`src/rtl/core/pcs_pkg.sv`:
```
package pcs_pkg;
    localparam int unsigned MAX_POINTS_DEF = 256;
    localparam int unsigned COORD_W = 16;
    localparam int unsigned DIST_W = 17;
    localparam int unsigned D2_W = 33;
    localparam int unsigned CNT_OUT_W = 9;

    localparam logic CMD_ADD   = 1'b0;
    localparam logic CMD_QUERY = 1'b1;

    // Commands from the controller to the datapath.
    typedef struct packed {
        logic load;       // capture the input item
        logic add;        // append the captured point
        logic walk_clr;   // start a nearest search
        logic walk_step;  // compare one stored point
        logic div_start;  // start root and mean units
        logic div_step;   // one iteration of root and means
        logic out_load;   // load the result register
    } t_cmd;

    typedef struct packed {
        logic walk_done;
        logic iter_done;
    } t_sts;
endpackage

```
`src/rtl/core/pcs_ctrl.sv`:
```
module pcs_ctrl (
    input  logic          i_clk,
    input  logic          i_rst_n,
    input  logic          i_in_fire,
    input  logic          i_cmd_query,
    input  logic          i_out_busy,
    input  pcs_pkg::t_sts i_sts,
    output logic          o_in_ready,
    output pcs_pkg::t_cmd o_cmd
);
    import pcs_pkg::*;

    typedef enum logic [5:0] {
        S_IDLE  = 6'b000001,
        S_ADD   = 6'b000010,
        S_WALK  = 6'b000100,
        S_START = 6'b001000,
        S_ITER  = 6'b010000,
        S_OUT   = 6'b100000
    } t_state;

    t_state r_state, n_state;

    always_ff @(posedge i_clk) begin
        if (!i_rst_n) begin
            r_state <= S_IDLE;
        end else begin
            r_state <= n_state;
        end
    end

    always_comb begin
        n_state = r_state;
        o_cmd = '0;
        o_in_ready = 1'b0;
        case (r_state)
            S_IDLE: begin
                o_in_ready = 1'b1;
                if (i_in_fire) begin
                    o_cmd.load = 1'b1;
                    o_cmd.walk_clr = 1'b1;
                    n_state = i_cmd_query ? S_WALK : S_ADD;
                end
            end
            S_ADD: begin
                o_cmd.add = 1'b1;
                n_state = S_START;
            end
            S_WALK: begin
                o_cmd.walk_step = 1'b1;
                if (i_sts.walk_done) n_state = S_START;
            end
            S_START: begin
                o_cmd.div_start = 1'b1;
                n_state = S_ITER;
            end
            S_ITER: begin
                o_cmd.div_step = 1'b1;
                if (i_sts.iter_done) n_state = S_OUT;
            end
            S_OUT: begin
                if (!i_out_busy) begin
                    o_cmd.out_load = 1'b1;
                    n_state = S_IDLE;
                end
            end
            default: n_state = S_IDLE;
        endcase
    end
endmodule

```
`config.mk`:
```
export PLATFORM = sky130hd
export DESIGN_NAME = pcs_ctrl
export DESIGN_NICKNAME = d
export VERILOG_FILES = /design/src/rtl/core/pcs_pkg.sv /design/src/rtl/core/pcs_ctrl.sv
export SDC_FILE = /design/constraint.sdc
export NUM_CORES = 1
export LEC_CHECK = 0
export ABC_AREA = 1
export BUFFER_PORTS_ARGS = -buffer_cell sky130_fd_sc_hd__buf_2
export CAP_MARGIN = 20
export CORE_AREA = 5 5 42 44
export DETAILED_ROUTE_END_ITERATION = 8
export DIE_AREA = 0 0 47 49
export PLACE_DENSITY_LB_ADDON = 0.2
export SLEW_MARGIN = 20
export SYNTH_ARGS = -nofsm -noshare
export SYNTH_HDL_FRONTEND = slang
export SYNTH_SLANG_ARGS = --single-unit
export TNS_END_PERCENT = 1
```
`constraint.sdc`:
```
create_clock -name i_clk -period 2.1 [get_ports i_clk]
set_input_delay 0.105 -clock i_clk [delete_from_list [all_inputs] [get_ports i_clk]]
set_output_delay 0.105 -clock i_clk [all_outputs]
set_load 0.1 [all_outputs]
```
* Word level (Yosys, flattened, before mapping)
Index checks and enable logic that the tools add are counted.
Storage, ports and cells: bits in latches 0, word-level logic and storage cells 27, input bits 7, memory bits (read-only) 0, output and inout bits 8, memories 0, bits in registers 6, RAM bits 0
Operators by class: divide/modulo/power cells 0, shift operators 0, bitwise logic cells 0, multipliers 0, equality and inequality tests 10, magnitude comparators 0, reductions and logical operators 1, multiplexer cells 15, add/sub/neg operators 0
Operators with widths (number):
- $pmux W6 S6 | 1
- $mux W6 | 4
- $mux W1 | 9
- $ne A2 B2 Y1 const B | 4
- $eq A6 B1 Y1 const B | 1
- $eq A6 B2 Y1 const B | 1
- $eq A6 B3 Y1 const B | 1
- $eq A6 B4 Y1 const B | 1
- $eq A6 B5 Y1 const B | 1
- $eq A6 B6 Y1 const B | 1
- $reduce_and A4 Y1 | 1
- $mux W3 | 1

* Logic depth before layout (Yosys ltp)
Gate-level depths: netlist of the first run.
depth in word-level cells 3, mapped depth 7, gate-level depth less buffers 7

* Least setup slack after synthesis of the first run
Ideal clock, no wire load.
kind reg-to-output, start register r_state[4], end output o_cmd[6] (netlist bit), required time 1.995 ns, cell stages (with the launch flop) 5, path slack -0.444 ns, path buffers 1, data arrival time 2.439 ns, cells stage by stage dfxtp_1 nor2_2 nand3_1 nor2_1 buf_4
RTL lines:
- start: declaration | RTL line pcs_ctrl.sv:22 | t_state r_state, n_state;
- start signal: assignment | RTL line pcs_ctrl.sv:28 | r_state <= n_state;
- end: declaration | RTL line pcs_ctrl.sv:9 | output pcs_pkg::t_cmd o_cmd

==> impl_metrics.sql, run 1 <==
INSERT INTO impl_metrics (metric_group, metric, value, unit) VALUES
('cells_and_area', 'regMostFlops', 'r_state', ''),
('clocking', 'level_count_of_the_clock_h_tree', '1', ''),
('pwr', 'clock_power_share', '12.6', '%'),
('timing', 'postLayoutSetupSlackWorst', '426.2', 'ps'),
('clocking', 'cts_tree', 'yes', ''),
('clocking', 'cts.path.max_buffers', '2', ''),
('synthesis', 'mappedNetlistArea', '405.4', 'um2'),
('timing', 'rsz0062_at_grt', 'false', ''),
('pwr', 'cell_internal_pwr', '0.3155', 'mW'),
('pwr', 'p_leak', '0.2878', 'nW'),
('place', 'detailedPlace.worstSlack', '697.5', 'ps'),
('cells_and_area', 'finalCoreUtilization', '36.61', '%'),
('synthesis', 'synth_async_sr_flop_share', '0', '%'),
('timing', 'period_share', '79.70', '%'),
('pwr', 'power_per_cell_area', '1673', 'nW/um2'),
('clocking', 'clock_edge_transition_at_the_registers_on_the_reported_setup_and_hold_paths', '50', 'ps'),
('timing', 'tightest_slew', '488.9', 'ps'),
('pwr', 'comb_power_share', '68.1', '%'),
('global_route', 'pin_count_of_the_biggest_net_entering_global_routing', '8', ''),
('status', 'outcome', 'completed', ''),
('routing', 'drtIter0Drc', '3', ''),
('floorplanning', 'fp.dieArea', '2303', 'um2'),
('worst_setup_path', 'critPathKind', 'flop to output port', ''),
('clocking', 'cts.hold.buffers_added', '0', ''),
('floorplanning', 'die_h', '49', 'um'),
('cells_and_area', 'fraction_of_layout_instances_using_a_drive_strength_above_1', '36.36', '%'),
('clocking', 'cts_root_buffer', 'sky130_fd_sc_hd__clkbuf_4', ''),
('cells_and_area', 'flow.area_growth_from_synthesis', '26.54', '%'),
('clocking', 'numCtsBuffers', '3', ''),
('routing', 'viasPerCell', '4.613', ''),
('cells_and_area', 'top_regs', 'r_state: 6 flops', ''),
('synthesis', 'synth_sequential_area_ratio', '29.63', '%'),
('synthesis', 'post-synth-top-count-cell', 'sky130_fd_sc_hd__nor2_1', ''),
('clocking', 'cts_setup_buffers', '0', ''),
('place', 'place.detailed.hpwl', '811.5', 'um'),
('floorplanning', 'num_rows', '14', ''),
('synthesis', 'synth_ff_type', 'sky130_fd_sc_hd__dfxtp_1', ''),
('min_path', 'type_of_the_tightest_min_delay_check', 'primary input to flop', ''),
('routing', 'num_vias', '429', ''),
('timing', 'slew_headroom', '67.63', '%'),
('clocking', 'postCtsResizedCells', '0', ''),
('synthesis', 'yosysTopAreaCell', 'sky130_fd_sc_hd__dfxtp_1', ''),
('timing', 'min_period', '1674', 'ps'),
('worst_setup_path', 'crit_fanout', '6', ''),
('routing', 'route.detailed.wl_per_inst', '10.68', 'um'),
('worst_setup_path', 'endpoint_kind', 'output port', ''),
('global_route', 'via_count_of_the_first_global_routing_pass', '423', ''),
('synthesis', 'synth_edf_count', '0', ''),
('synthesis', 'post-synth-top-area-fraction', '29.63', '%'),
('timing', 'timing_hold_violations_final', '0', ''),
('place', 'port-buffer-count', '14', ''),
('floorplanning', 'core-area', '1401', 'um2'),
('routing', 'firstDrtPassIters', '3', ''),
('pwr', 'p_sw_share', '63.24', '%'),
('routing', 'detail-route-antenna-nets', '0', ''),
('global_route', 'grt_first_pass_wirelength', '1697', 'um'),
('floorplanning', 'count_of_boundary_i_o_pins', '15', ''),
('cells_and_area', 'largest_register_ff_count', '6', ''),
('worst_setup_path', 'critPathRequiredTime', '2000', 'ps'),
('synthesis', 'yosys_register_bits', '6', ''),
('synthesis', 'yosys_warnings', '0', ''),
('cells_and_area', 'final-instance-count-excl-fill', '93', ''),
('cells_and_area', 'final_nets', '86', ''),
('global_route', 'globalRouteTotalUtil', '10.36', '%'),
('timing', 'report.final.slew_viol_count', '0', ''),
('synthesis', 'synth_commonest_cells', '12 x sky130_fd_sc_hd__nor2_1, 11 x sky130_fd_sc_hd__inv_1, 6 x sky130_fd_sc_hd__dfxtp_1, 6 x sky130_fd_sc_hd__nand2_1, 5 x sky130_fd_sc_hd__nand3_1', ''),
('clocking', 'clock_insertion_delay_worst_skew', '250', 'ps'),
('cells_and_area', 'num_antenna_cells', '0', ''),
('place', 'place_congestion', '0.7790', ''),
('timing', 'clk_skew', '2.615', 'ps'),
('worst_setup_path', 'cp-start-kind', 'flop', '');
[cells in the final DEF, fill, tap and decap left out, types with 3 or more instances in the layout]
| cell | instances |
|---|---|
| sky130_fd_sc_hd__nor2_1 | 11 |
| sky130_fd_sc_hd__nand2_1 | 6 |
| sky130_fd_sc_hd__dfxtp_1 | 6 |
| sky130_fd_sc_hd__clkbuf_4 | 3 |
| sky130_fd_sc_hd__nand4_1 | 4 |
| sky130_fd_sc_hd__buf_2 | 14 |
| sky130_fd_sc_hd__nand3_1 | 5 |
| sky130_fd_sc_hd__nor2_4 | 3 |
| sky130_fd_sc_hd__inv_1 | 11 |
[cell type report]
type                            count  area (um2)
Multi-Input combinational cell     41       231.5
Clock buffer                        3       22.52
Inverter                           13       48.80
Tap cell                           16       20.02
Timing Repair Buffer               14       70.07
Fill cell                         172       888.4
Sequential cell                     6       120.1
[through the flow]
stage / instance area (um2) / power [mW]
after detailed placement: 490.5 / 0.7561
after global routing: 513.0 / 0.9182
after global placement: 490.5 / 0.7594
after CTS: 513.0 / 0.8693
final: 513.0 / 0.8584
after floorplan: 407.9 / 0.6809
[critical path, stage by stage (launching register included)]
cell,delay (ps)
sky130_fd_sc_hd__dfxtp_1,320
sky130_fd_sc_hd__nor2_2,240
sky130_fd_sc_hd__nand3_1,190
sky130_fd_sc_hd__nor2_2,130
sky130_fd_sc_hd__buf_2,430
[path summary, 6_finish.rpt]
kind	startpoint	endpoint	slack, ps	cells after the start
hold reg to reg	r_state[4]$_SDFFE_PN0P_	r_state[4]$_SDFFE_PN0P_	610	4
setup reg to reg	r_state[4]$_SDFFE_PN0P_	r_state[0]$_SDFFE_PN1P_	900	6
setup / recovery	r_state[4]$_SDFFE_PN0P_	o_cmd[4]	430	4
hold / removal	i_rst_n	r_state[2]$_SDFFE_PN0P_	90	3
[power by group through the flow]
| stage | logic [mW] | registers [mW] | clock network (mW) |
|---|---|---|---|
| after global routing | 0.635 | 0.168 | 0.115 |
| after detailed placement | 0.589 | 0.167 | 0 |
| final | 0.585 | 0.166 | 0.108 |
| after CTS | 0.592 | 0.165 | 0.112 |
| after global placement | 0.593 | 0.167 | 0 |
| after floorplan | 0.516 | 0.164 | 0 |
[per-layer routing]
layer	vias to the layer above	track usage (%)	part of all wire [%]
met4	0	6.912	3.1
met1	186	11.45	41
li1	225	-	-
met2	14	15.84	48
met3	4	3.690	7.2
met5	-	0	0
[logic make-up after synthesis]
family	count (synthesis)	share of synthesized area [%]
AO/OA/AOI/OAI	5	7.099
buffers and inverters	14	13.89
flip-flops	6	29.63
AND/OR/NAND/NOR	36	49.38
(Power assumes the default switching activity.)
==> run 2, diff against run 1 <==
==> constraint.sdc (replaced) <==
create_clock -name i_clk -period 1.45 [get_ports i_clk]
set_input_delay 0.0725 -clock i_clk [delete_from_list [all_inputs] [get_ports i_clk]]
set_output_delay 0.0725 -clock i_clk [all_outputs]
set_load 0.1 [all_outputs]
==> run 2 against run 1 <==
Sequential share of layout area down 5.6 points. Wire length up 0.30%. Combinational power up 97%. Worst hold slack worse by 30 ps. Design area up 33%. Utilization up 12 points. Non-clock buffer count up 3. Die area unchanged. Count of clock-buffer cells in the layout unchanged. Largest cell class unchanged. Largest power group unchanged.
==> impl_metrics.sql, run 2 (synthesized netlist as in run 1, its figures left out) <==
INSERT INTO impl_metrics (metric_group, metric, value, unit) VALUES
('status', 'outcome', 'completed', ''),
('timing', 'min_period', '1391', 'ps'),
('cells_and_area', 'leading_cell_types_in_the_layout_fill_and_taps_excluded', '11 x sky130_fd_sc_hd__inv_1, 8 x sky130_fd_sc_hd__nor2_1, 8 x sky130_fd_sc_hd__buf_12', ''),
('routing', 'viasPerCell', '4.740', ''),
('place', 'place.detailed.hpwl', '770.7', 'um'),
('clocking', 'clock_sink_count', '6', ''),
('worst_setup_path', 'crit_fanout', '6', ''),
('worst_setup_path', 'endpoint_kind', 'output port', ''),
('pwr', 'comb_power_share', '74.0', '%'),
('routing', 'drc', '0', ''),
('cells_and_area', 'most_common_library_cell_in_the_layout_ignoring_fill_and_taps', 'sky130_fd_sc_hd__inv_1', ''),
('worst_setup_path', 'critical_path.n_buffers_inverters', '1', ''),
('clocking', 'cts_tree', 'yes', ''),
('worst_setup_path', 'critPathKind', 'flop to output port', ''),
('clocking', 'cts.path.max_buffers', '2', ''),
('cells_and_area', 'final_nets', '89', ''),
('min_path', 'type_of_the_tightest_min_delay_check', 'primary input to flop', ''),
('global_route', 'pin_count_of_the_biggest_net_entering_global_routing', '8', ''),
('floorplanning', 'count_of_boundary_i_o_pins', '15', ''),
('timing', 'setup_violating_endpoint_count_in_the_final_report', '0', ''),
('timing', 'clk_skew', '3.121', 'ps'),
('pwr', 'p_sw_share', '54.91', '%'),
('clocking', 'clock_edge_transition_at_the_registers_on_the_reported_setup_and_hold_paths', '50', 'ps'),
('cells_and_area', 'fraction_of_layout_instances_using_a_drive_strength_above_1', '46.25', '%'),
('timing', 'slew_headroom', '86.85', '%'),
('cells_and_area', 'num_antenna_cells', '0', ''),
('routing', 'firstDrtPassIters', '4', ''),
('timing', 'holdWs', '60.72', 'ps'),
('pwr', 'p_leak', '0.3386', 'nW'),
('place', 'port-buffer-count', '14', ''),
('floorplanning', 'core-area', '1401', 'um2'),
('place', 'place_congestion', '0.8166', ''),
('floorplanning', 'num_rows', '14', ''),
('floorplanning', 'fp.dieArea', '2303', 'um2'),
('worst_setup_path', 'cp_slowest_stage_delay', '340', 'ps'),
('timing', 'period_share', '95.93', '%'),
('worst_setup_path', 'cp-start-kind', 'flop', ''),
('clocking', 'cts.hold.buffers_added', '0', ''),
('clocking', 'level_count_of_the_clock_h_tree', '1', ''),
('pwr', 'power_per_cell_area', '2287', 'nW/um2'),
('routing', 'detail-route-antenna-nets', '0', ''),
('routing', 'routed-wl-met2', '472', 'um'),
('worst_setup_path', 'critPathTopFamily', 'simple AND/OR/NAND/NOR gates', ''),
('timing', 'timing_hold_violations_final', '0', ''),
('cells_and_area', 'flow.area_growth_from_synthesis', '67.90', '%'),
('floorplanning', 'die_h', '49', 'um'),
('routing', 'route.detailed.wl_per_inst', '10.38', 'um'),
('routing', 'met3_length', '74', 'um'),
('timing', 'tightest_slew', '195.9', 'ps'),
('clocking', 'numCtsBuffers', '3', ''),
('global_route', 'grt_first_pass_wirelength', '1538', 'um'),
('cells_and_area', 'largest_register_ff_count', '6', ''),
('pwr', 'share_seq_of_total_power', '15.6', '%'),
('run', 'timing.max_cap.violations', '0', ''),
('timing', 'report.final.slew_viol_count', '0', ''),
('routing', 'drtIter0Drc', '2', ''),
('timing', 'max_freq', '0.7189', 'GHz'),
('timing', 'setup_tns_final', '0', 'ps'),
('cells_and_area', 'regMostFlops', 'r_state', ''),
('pwr', 'cell_internal_pwr', '0.7019', 'mW'),
('global_route', 'global_route.overflow_total', '0', ''),
('pwr', 'max-vdd-ir-drop', '1769', 'uV'),
('worst_setup_path', 'crit_path_max_delay_cell_type', 'sky130_fd_sc_hd__dfxtp_1', ''),
('floorplanning', 'floorplan.initialDensity', '28.93', '%'),
('global_route', 'antenna_found_initial', '0', ''),
('routing', 'route.top_layer_used', 'met4', ''),
('worst_setup_path', 'cp_common_cell', 'sky130_fd_sc_hd__nor2_4', ''),
('floorplanning', 'floorplan.die.width', '47', 'um'),
('worst_setup_path', 'critPathArrivalTime', '1320', 'ps'),
('routing', 'drt_wl_total', '996', 'um'),
('timing', 'postLayoutSetupSlackWorst', '58.98', 'ps'),
('worst_setup_path', 'critPathRequiredTime', '1380', 'ps'),
('routing', 'num_vias', '455', ''),
('clocking', 'cts_root_buffer', 'sky130_fd_sc_hd__clkbuf_4', ''),
('pwr', 'total_power', '1.557', 'mW'),
('routing', 'wl_met1', '414', 'um'),
('global_route', 'via_count_of_the_first_global_routing_pass', '400', ''),
('pwr', 'clock_power_share', '10.4', '%'),
('cells_and_area', 'top_regs', 'r_state: 6 flops', ''),
('global_route', 'globalRouteTotalUtil', '9.577', '%'),
('place', 'detailedPlace.worstSlack', '211.6', 'ps'),
('clocking', 'clock_insertion_delay_worst_skew', '250', 'ps'),
('pwr', 'switchingPower', '0.8550', 'mW'),
('worst_setup_path', 'cell_chain_of_the_critical_path', 'nor2_4 -> nand3_2 -> nor2_4 -> buf_12', '');
run 2: cell count changes in the layout (fill, tap and decap cells not counted), sizes merged:
cell | previous run | this run
buf | 14 | 17
run 2: layout make-up:
| type | count | area (um2) |
|---|---|---|
| Timing Repair Buffer | 17 | 212.7 |
| Inverter | 13 | 50.05 |
| Sequential cell | 6 | 121.4 |
| Clock buffer | 3 | 22.52 |
| Tap cell | 16 | 20.02 |
| Fill cell | 144 | 720.7 |
| Multi-Input combinational cell | 41 | 254.0 |
run 2: worst register-to-register path, stage by stage (launching register included):
cell and delay (ps):
sky130_fd_sc_hd__dfxtp_1 320, sky130_fd_sc_hd__nor2_4 160, sky130_fd_sc_hd__buf_4 130, sky130_fd_sc_hd__nand2_1 70
sky130_fd_sc_hd__o21ai_1 200, sky130_fd_sc_hd__nor2_1 60, sky130_fd_sc_hd__nand4_1 80, sky130_fd_sc_hd__nand2_1 60
run 2: path summary, 6_finish.rpt:
path,start,to,slack (ps),depth (start not counted)
worst min-delay path,i_rst_n,r_state[2]$_SDFFE_PN0P_,60,3
worst min register to register,r_state[2]$_SDFFE_PN0P_,r_state[2]$_SDFFE_PN0P_,620,4
worst max-delay path,r_state[4]$_SDFFE_PN0P_,o_cmd[6],60,4
worst max register to register,r_state[2]$_SDFFE_PN0P_,r_state[0]$_SDFFE_PN1P_,260,7
run 2: routing by layer:
| layer | GRT usage (%) | up-vias |
|---|---|---|
| met5 | 0 | - |
| met4 | 8.295 | 0 |
| met3 | 3.690 | 4 |
| met2 | 12.90 | 13 |
| met1 | 11.21 | 200 |
| li1 | - | 238 |
run 2: power by group through the flow:
stage	logic (mW)	clock network, mW	registers (mW)
after floorplan	0.778	0	0.238
after global placement	1.08	0	0.241
after detailed placement	1.08	0	0.241
after CTS	1.09	0.161	0.238
after global routing	1.21	0.171	0.247
final	1.15	0.162	0.243
run 2: repair_timing:
action	4_1_cts	5_1_grt
pin swaps	1	2
resized for setup	2	2
setup buffers	0	3
setup endpoints to repair	2	3
run 2: stage by stage:
stage	area [um2]	std cells	utilization, %
5_1_grt	680.7	96	48.57
3_5_place_dp	621.8	90	44.38
6_report	680.7	96	48.57
4_1_cts	654.4	93	46.70
3_3_place_gp	621.8	90	44.38
2_1_floorplan	422.9	61	-
==> run 3, diff against run 2 <==
--- a/config.mk
+++ b/config.mk
@@ -11,7 +11,6 @@
 export CORE_AREA = 5 5 42 44
 export DETAILED_ROUTE_END_ITERATION = 8
 export DIE_AREA = 0 0 47 49
-export PLACE_DENSITY_LB_ADDON = 0.2
 export SLEW_MARGIN = 20
 export SYNTH_ARGS = -nofsm -noshare
 export SYNTH_HDL_FRONTEND = slang
==> run 3 against run 2 <==
Via count up 4.6%. Global-route usage grew 1.0 points. Sequential share of layout area decreased by 1.3 points. Final cell count up 4.2%. Sequential power up 2%. Critical path depth rose by 1. Worst setup slack better by 9.3 ps. Wire length grew 8.4%. Highest routed layer is now met3. Combinational power up 8%. Critical path type unchanged. Largest cell class unchanged. Clock power is essentially flat. Design area increased by 8.1%. Clock skew increased by 0.57 ps.
==> impl_metrics.sql, run 3 (synthesized netlist as in run 1, its figures left out) <==
INSERT INTO impl_metrics (metric_group, metric, value, unit) VALUES
('cells_and_area', 'fillCellCount', '138', ''),
('cells_and_area', 'largest_register_ff_count', '6', ''),
('worst_setup_path', 'cell_chain_of_the_critical_path', 'nor2_4 -> buf_4 -> nand2_1 -> nor2_2 -> buf_12', ''),
('cells_and_area', 'fraction_of_layout_instances_using_a_drive_strength_above_1', '51.19', '%'),
('cells_and_area', 'multi_input_comb_area', '266.5', 'um2'),
('cells_and_area', 'top_regs', 'r_state: 6 flops', ''),
('timing', 'holdWs', '59.40', 'ps'),
('global_route', 'grt_first_pass_wirelength', '1697', 'um'),
('min_path', 'holdCritStartpoint', 'i_rst_n', ''),
('worst_setup_path', 'crit_path_max_delay_cell_type', 'sky130_fd_sc_hd__dfxtp_1', ''),
('clocking', 'level_count_of_the_clock_h_tree', '1', ''),
('timing', 'min_period', '1382', 'ps'),
('place', 'place_congestion', '0.8838', ''),
('routing', 'detail-route-antenna-nets', '0', ''),
('clocking', 'clock_edge_transition_at_the_registers_on_the_reported_setup_and_hold_paths', '50', 'ps'),
('clocking', 'cts_root_buffer', 'sky130_fd_sc_hd__clkbuf_4', ''),
('cells_and_area', 'num_antenna_cells', '0', ''),
('routing', 'route.top_layer_used', 'met3', ''),
('worst_setup_path', 'critPathKind', 'flop to output port', ''),
('clocking', 'clock_sink_count', '6', ''),
('worst_setup_path', 'cp_slowest_stage_delay', '340', 'ps'),
('cells_and_area', 'layout.area.seq', '121.4', 'um2'),
('global_route', 'antenna_found_initial', '0', ''),
('cells_and_area', 'leading_cell_types_in_the_layout_fill_and_taps_excluded', '9 x sky130_fd_sc_hd__inv_1, 9 x sky130_fd_sc_hd__buf_12, 8 x sky130_fd_sc_hd__nor2_1', ''),
('cells_and_area', 'regMostFlops', 'r_state', ''),
('cells_and_area', 'final-instance-count-excl-fill', '100', ''),
('pwr', 'max-vdd-ir-drop', '1764', 'uV'),
('worst_setup_path', 'crit-reg2reg-capture', 'r_state[0]$_SDFFE_PN1P_', ''),
('worst_setup_path', 'critical_path.n_buffers_inverters', '2', ''),
('floorplanning', 'die_h', '49', 'um'),
('floorplanning', 'core-area', '1401', 'um2'),
('timing', 'setup_violating_endpoint_count_in_the_final_report', '0', ''),
('routing', 'drtIter0Drc', '10', ''),
('run', 'timing.max_cap.violations', '0', ''),
('routing', 'viasPerCell', '4.760', ''),
('global_route', 'globalRouteTotalUtil', '10.58', '%'),
('routing', 'num_vias', '476', ''),
('timing', 'clk_skew', '3.694', 'ps'),
('timing', 'report.final.slew_viol_count', '0', ''),
('pwr', 'total_power', '1.645', 'mW'),
('routing', 'drt_wl_total', '1080', 'um'),
('worst_setup_path', 'r2r-start', 'r_state[5]$_SDFFE_PN0P_', ''),
('min_path', 'worstHoldPathCells', '3', ''),
('worst_setup_path', 'endpoint_kind', 'output port', ''),
('global_route', 'via_count_of_the_first_global_routing_pass', '394', ''),
('pwr', 'p_leak', '0.3608', 'nW'),
('routing', 'drc', '0', ''),
('worst_setup_path', 'crit_fanout', '5', ''),
('worst_setup_path', 'cp-start-kind', 'flop', ''),
('clocking', 'cts.path.max_buffers', '2', ''),
('floorplanning', 'fp.dieArea', '2303', 'um2'),
('worst_setup_path', 'critPathArrivalTime', '1310', 'ps'),
('floorplanning', 'floorplan.initialDensity', '28.93', '%'),
('floorplanning', 'num_rows', '14', ''),
('global_route', 'global_route.overflow_total', '0', ''),
('cells_and_area', 'final_nets', '93', ''),
('routing', 'route.detailed.wl_per_inst', '10.80', 'um'),
('cells_and_area', 'flow.area_growth_from_synthesis', '81.48', '%'),
('worst_setup_path', 'ff2ff_setup_slack', '170', 'ps'),
('place', 'placed_cells', '90', ''),
('routing', 'met3_length', '70', 'um'),
('timing', 'max_freq', '0.7237', 'GHz'),
('timing', 'timing_hold_violations_final', '0', ''),
('clocking', 'cts.hold.buffers_added', '0', ''),
('status', 'outcome', 'completed', ''),
('timing', 'tightest_slew', '220.2', 'ps'),
('floorplanning', 'count_of_boundary_i_o_pins', '15', ''),
('timing', 'period_share', '95.29', '%'),
('place', 'port-buffer-count', '14', ''),
('routing', 'firstDrtPassIters', '4', ''),
('worst_setup_path', 'timing.reg2reg.worst_path_depth', '7', ''),
('worst_setup_path', 'critPathTopFamily', 'simple AND/OR/NAND/NOR gates', ''),
('clocking', 'clock_insertion_delay_worst_skew', '250', 'ps'),
('cells_and_area', 'finalCoreUtilization', '52.50', '%'),
('clocking', 'numCtsBuffers', '3', ''),
('clocking', 'cts_tree', 'yes', ''),
('place', 'place.detailed.hpwl', '815.3', 'um'),
('floorplanning', 'floorplan.die.width', '47', 'um'),
('routing', 'routed-wl-met2', '574', 'um'),
('global_route', 'pin_count_of_the_biggest_net_entering_global_routing', '8', ''),
('min_path', 'type_of_the_tightest_min_delay_check', 'primary input to flop', ''),
('timing', 'slew_headroom', '85.30', '%'),
('routing', 'wl_met1', '435', 'um'),
('min_path', 'hold_path_end', 'r_state[2]$_SDFFE_PN0P_', ''),
('worst_setup_path', 'critPathRequiredTime', '1380', 'ps'),
('pwr', 'power_per_cell_area', '2235', 'nW/um2');
==> run 3: per-layer routing <==
metal	global-route usage [%]	up-vias
li1	-	242
met1	13.02	217
met2	14.25	17
met3	5.904	0
met4	5.530	0
met5	0	-
==> run 3: worst max path at each step <==
stage | start | end | slack, ps | cells past startpoint
detailed placement | r_state[4]$_SDFFE_PN0P_ | o_cmd[4] | 170 | 4
floorplan | r_state[4]$_SDFFE_PN0P_ | o_cmd[6] | -170 | 4
CTS | r_state[3]$_SDFFE_PN0P_ | o_cmd[4] | 7 | 4
global placement | r_state[4]$_SDFFE_PN0P_ | o_cmd[4] | 210 | 4
finish | r_state[5]$_SDFFE_PN0P_ | o_cmd[5] | 70 | 5
global route | r_state[1]$_SDFFE_PN0P_ | o_cmd[2] | -6 | 4
==> run 3: worst min-delay path, cell delays in order <==
cell and delay [ps]:
sky130_fd_sc_hd__buf_2 100, sky130_fd_sc_hd__nand2_1 50, sky130_fd_sc_hd__nor2_1 30
==> run 3: area by class of cell <==
type                    count  area share [%]
multi-input cells          41           36.22
inverters                  13           6.803
flip-flops and latches      6           16.50
repair buffers             21           34.69
clock buffers               3           3.061
well taps                  16           2.721
==> run 3: metrics by stage <==
stage / cell area (um2) / worst slack (ps) / setup TNS (ps)
global route: 735.7 / -5.858 / -13.16
finish: 735.7 / 68.29 / 0
detailed placement: 621.8 / 169.1 / 0
floorplan: 422.9 / -172.8 / -205.0
CTS: 656.9 / 7.282 / 0
global placement: 621.8 / 207.5 / 0
==> run 3: timing repair <==
action,in CTS,in global routing
endpoints found under the hold margin,0,0
resized for setup,3,5
pin swaps,1,6
buffers inserted,0,7
endpoints found under the setup margin,2,3
==> run 3: where the power goes <==
part,leakage [nW],switching (mW),internal (mW)
Clock,0.0138,0.0647,0.0939
Combinational,0.298,0.784,0.454
Sequential,0.0488,0.0420,0.205
